[src/vdss_sqrt.sv]
// ----------------------------------------------------------------------------
// vdss_sqrt
// floor square root of a 64-bit value, two radicand bits per cycle
// ----------------------------------------------------------------------------
module vdss_sqrt (
   input  logic        clock,
   input  logic        reset,
   input  logic        start,
   input  logic [63:0] radicand,
   output logic        done,
   output logic [31:0] root
);

   logic        busy_ff, busy_in;
   logic        done_ff, done_in;
   logic [4:0]  cnt_ff, cnt_in;
   logic [63:0] rad_ff, rad_in;
   logic [35:0] rem_ff, rem_in;
   logic [31:0] root_ff, root_in;
   logic [35:0] rem_sh;
   logic [35:0] trial;
   logic        ge;

   always_comb begin
      rem_sh  = {rem_ff[33:0], rad_ff[63:62]};
      trial   = {2'b00, root_ff, 2'b01};
      ge      = (rem_sh >= trial);
      busy_in = busy_ff;
      done_in = 1'b0;
      cnt_in  = cnt_ff;
      rad_in  = rad_ff;
      rem_in  = rem_ff;
      root_in = root_ff;
      if (start) begin
         busy_in = 1'b1;
         cnt_in  = '0;
         rad_in  = radicand;
         rem_in  = '0;
         root_in = '0;
      end else if (busy_ff) begin
         rem_in  = ge ? (rem_sh - trial) : rem_sh;
         root_in = {root_ff[30:0], ge};
         rad_in  = {rad_ff[61:0], 2'b00};
         cnt_in  = cnt_ff + 5'd1;
         if (cnt_ff == 5'd31) begin
            busy_in = 1'b0;
            done_in = 1'b1;
         end
      end
   end

   always_ff @(posedge clock) begin
      if (reset) begin
         busy_ff <= 1'b0;
         done_ff <= 1'b0;
      end else begin
         busy_ff <= busy_in;
         done_ff <= done_in;
      end
      cnt_ff  <= cnt_in;
      rad_ff  <= rad_in;
      rem_ff  <= rem_in;
      root_ff <= root_in;
   end

   assign done = done_ff;
   assign root = root_ff;

endmodule
[config.mk]
export PLATFORM = sky130hd
export DESIGN_NAME = vdss_sqrt
export DESIGN_NICKNAME = d
export VERILOG_FILES = /design/src/vdss_sqrt.sv
export SDC_FILE = /design/constraint.sdc
export NUM_CORES = 1
export LEC_CHECK = 0
export BUFFER_PORTS_ARGS = -buffer_cell sky130_fd_sc_hd__buf_2
export CAP_MARGIN = 20
export CORE_AREA = 2 2 203 155
export DETAILED_ROUTE_END_ITERATION = 16
export DIE_AREA = 0 0 205 157
export GPL_ROUTABILITY_DRIVEN = 0
export PLACE_DENSITY = 0.42
export SLEW_MARGIN = 25
export SYNTH_ARGS = -nofsm -noshare
export SYNTH_HDL_FRONTEND = slang
export SYNTH_SLANG_ARGS = --single-unit
[constraint.sdc]
create_clock -name clock -period 3.7 [get_ports clock]
set_clock_uncertainty 0.1 [all_clocks]
set_input_delay 0.925 -clock clock [delete_from_list [all_inputs] [get_ports clock]]
set_output_delay 0.925 -clock clock [all_outputs]
set_load 0.05 [all_outputs]
==> results.md <==
* DR vias at roughly 5400
* First-pass GRT wire length at 29200 um
* Syn avg cell area at approximately 11 um^2
* Avg Vias per Cell at 4.46
* P_leak at between 3 and 4 nW
* Cell area after synthesis at between 0.007 and 0.008 mm^2
* Netlist cell types at 52
* Pre-Repair DR Iteration Count at 4
* Pwr/cell area at 628 mW/mm^2
* Worst path top cell family by delay: compound AO/OA/AOI/OAI gates
* Cells after Synth at ~710
* WL final at about 18000 um
* DP Area at 0.00842 mm^2
* Seq. cell area at between 0.003 and 0.004 mm^2
* Crit-path slowest cell: a311o_1
* Post-synth EDFFs at 64
* Chip width at roughly 210 um
* # rows at 55
* CTS tree: built
* CP Cell Sequence: inv_1, ha_1, a21o_1, a21o_1, a21o_1, a211oi_2, nand3_1, a311o_1, a21oi_4, buf_4, mux2i_1, a211oi_1
* Antenna-violating nets left at 0
* Synth Net Count at 815
* VDD IR-drop max at 0.344 mV
* Asr flop ratio synth at 0%
* Synth area leader: edfxtp_1
* Slew of the pin with the lowest slew margin at around 0.68 ns
* RSZ-0062 raised after global routing: no
* Final worst slack at 0.358 ns
* CP endpoint kind: flop
* Crit path buf inv count at 2
* CTS H-tree lvls at 4
* Main synth FF type: dfxtp_1
* Rel. slew slack at 54.5%
* Port bufs at 99
* Clock root cell: clkbuf_16
* Slew Viols, Final at 0
* Initial DRC Count at 273
* Clk Latency, worst-skew pair at around 0.42 ns
* Fmax at 0.299 GHz
* Die Area at ~0.032 mm^2
* Tcrit/Tclk final at 90.3%
* Synth Register Bits at around 140
* CP max FO at 17
* DRC viols at 0
* Wire length per cell at 14.6 um
* Fin area at 0.00901 mm^2
* Grt ovf at 0
* NumNets Final at 904
* Vias in the first global route at 5385
* Crit path launch type: flop
* Pre-CTS setup slack at about 0.33 ns
* Starting density of the core at 24.9%
* Multi-input gate area at 0.00376 mm^2
* Io pins at 100
* ANT cells at 0
* Setup CP Type: flop to flop
* Finish-stage setup viols at 0
* Top cell type's share of synthesized area at roughly 26%
* CP arrival at 3.51 ns
* CTS clk-pin slew, worst paths at 0.06 ns
* CP most frequent cell: a21o_1
* Slowest cell delay on critical path at 0.43 ns
* Top post-synthesis cells by area: edfxtp_1 (26%), dfxtp_1 (20%), mux2_2 (9.3%)
* Most common cell in the netlist: nor2_1
* Synth cell count leaders: nor2_1 (80), dfxtp_1 (73), edfxtp_1 (64), mux2_2 (62), mux2i_1 (60)
* Core Box Area at around 0.030 mm^2
* Clk sinks at 137
* Area Growth Syn to Fin at 20.4%
* Initial antenna violation count at 0
* Total power at 5.66 mW
* Total track usage at between 10 and 15%
* Fillers at around 3200
* Setup slack, reg-to-reg at 0.36 ns
* Status: completed
* Worst EP required at ~3.9 ns
* Layout cells sized above 1 at 25.2%
* Post-synthesis sequential area ratio at roughly 45%
* Detailed Place HPWL at around 12000 um
* Pin count of the biggest net entering global routing at 51
* Hold crit path type: flop to flop
* MaxCap Viol Count at 0
* Die height at 157 um
* Setup Buffers After CTS at 0
* Max clock buf depth at 2
* Min Tclk post-route at 3.34 ns
* Final Hold Vio Count at 0
* Synth warn at 0
* Setup_tns at 0 ns
* TritonCTS Buffers at 17
==> routing by layer <==
metal	global-route usage, %	routed length, um
met4	3.39	174
met1	17.0	9640
met3	3.31	839
met5	0	0
met2	16.4	7060
==> worst paths after layout <==
| check | from | depth (start not counted) | end |
|---|---|---|---|
| setup / recovery | root[15] | 12 | rem_ff[21] |
| hold / removal | rem_ff[32] | 2 | rem_ff[32] |
| setup reg to reg | root[15] | 12 | rem_ff[21] |
| hold reg to reg | rem_ff[32] | 2 | rem_ff[32] |
==> tightest hold or removal path: stages (launching register included) <==
cell      delay (ns)
dfxtp_1         0.32
nor2_1          0.08
a211oi_1        0.05
==> state kept, by name, summed over array words and instances, names as in the netlist <==
| signal | cells |
|---|---|
| cnt_ff | 5 |
| busy_ff | 1 |
| rad_ff | 64 |
| root | 32 |
| done | 1 |
| rem_ff | 34 |
==> layout by cell type (no fill, tap or decap), types with 5 or more instances in the layout <==
cell type	n
and3_1	6
xnor2_1	15
mux2_2	62
dfxtp_1	72
edfxtp_1	64
o21ai_0	13
a21o_1	26
mux2i_1	60
o21ai_1	6
and2_1	5
buf_4	13
a211oi_1	31
xor2_1	19
inv_1	40
a21oi_1	30
buf_2	98
nor2_1	80
nand2_1	21
clkbuf_16	17
nand4_1	6
nor2b_1	7
ha_1	36
nand3_1	12
==> cells by family (layout without fill, tap and decap cells) <==
| group | count (synthesis) | count (layout) | synth area share (%) |
|---|---|---|---|
| buf+inv | 83 | 185 | 4.60 |
| fa+ha+maj | 36 | 36 | 6.02 |
| compound gates | 143 | 143 | 13.1 |
| xor+xnor | 34 | 34 | 3.98 |
| mux | 123 | 123 | 17.5 |
| simple gates | 156 | 156 | 9.58 |
| flops | 137 | 137 | 45.2 |
==> power breakdown <==
part | switching, mW | leakage, nW | internal [mW]
clock network | 0.669 | 0.281 | 1.07
logic | 1.12 | 2.15 | 0.959
registers | 0.0876 | 1.24 | 1.76
==> timing repair <==
item,4_1_cts,5_1_grt
hold buffers,0,0
setup endpoints to repair,0,1
gates resized for setup,0,1
==> through the flow <==
stage / std cells / util [%] / hold WS, ns
detailed placement: 1181 / 28.1 / 0.383
CTS: 1213 / 30.0 / 0.401
global placement: 1181 / 28.1 / 0.383
floorplan: 712 / - / 0.359
finish: 1213 / 30.0 / 0.395
global route: 1213 / 30.0 / 0.424
==> layout make-up <==
cell class / count / share of cell area [%]
inverters: 40 / 1.67
flip-flops and latches: 137 / 37.6
clock buffers: 22 / 5.04
well taps: 399 / 5.54
clock inverters: 10 / 1.42
multi-input cells: 492 / 41.8
repair buffers: 113 / 6.97
(Power assumes the default switching activity.)
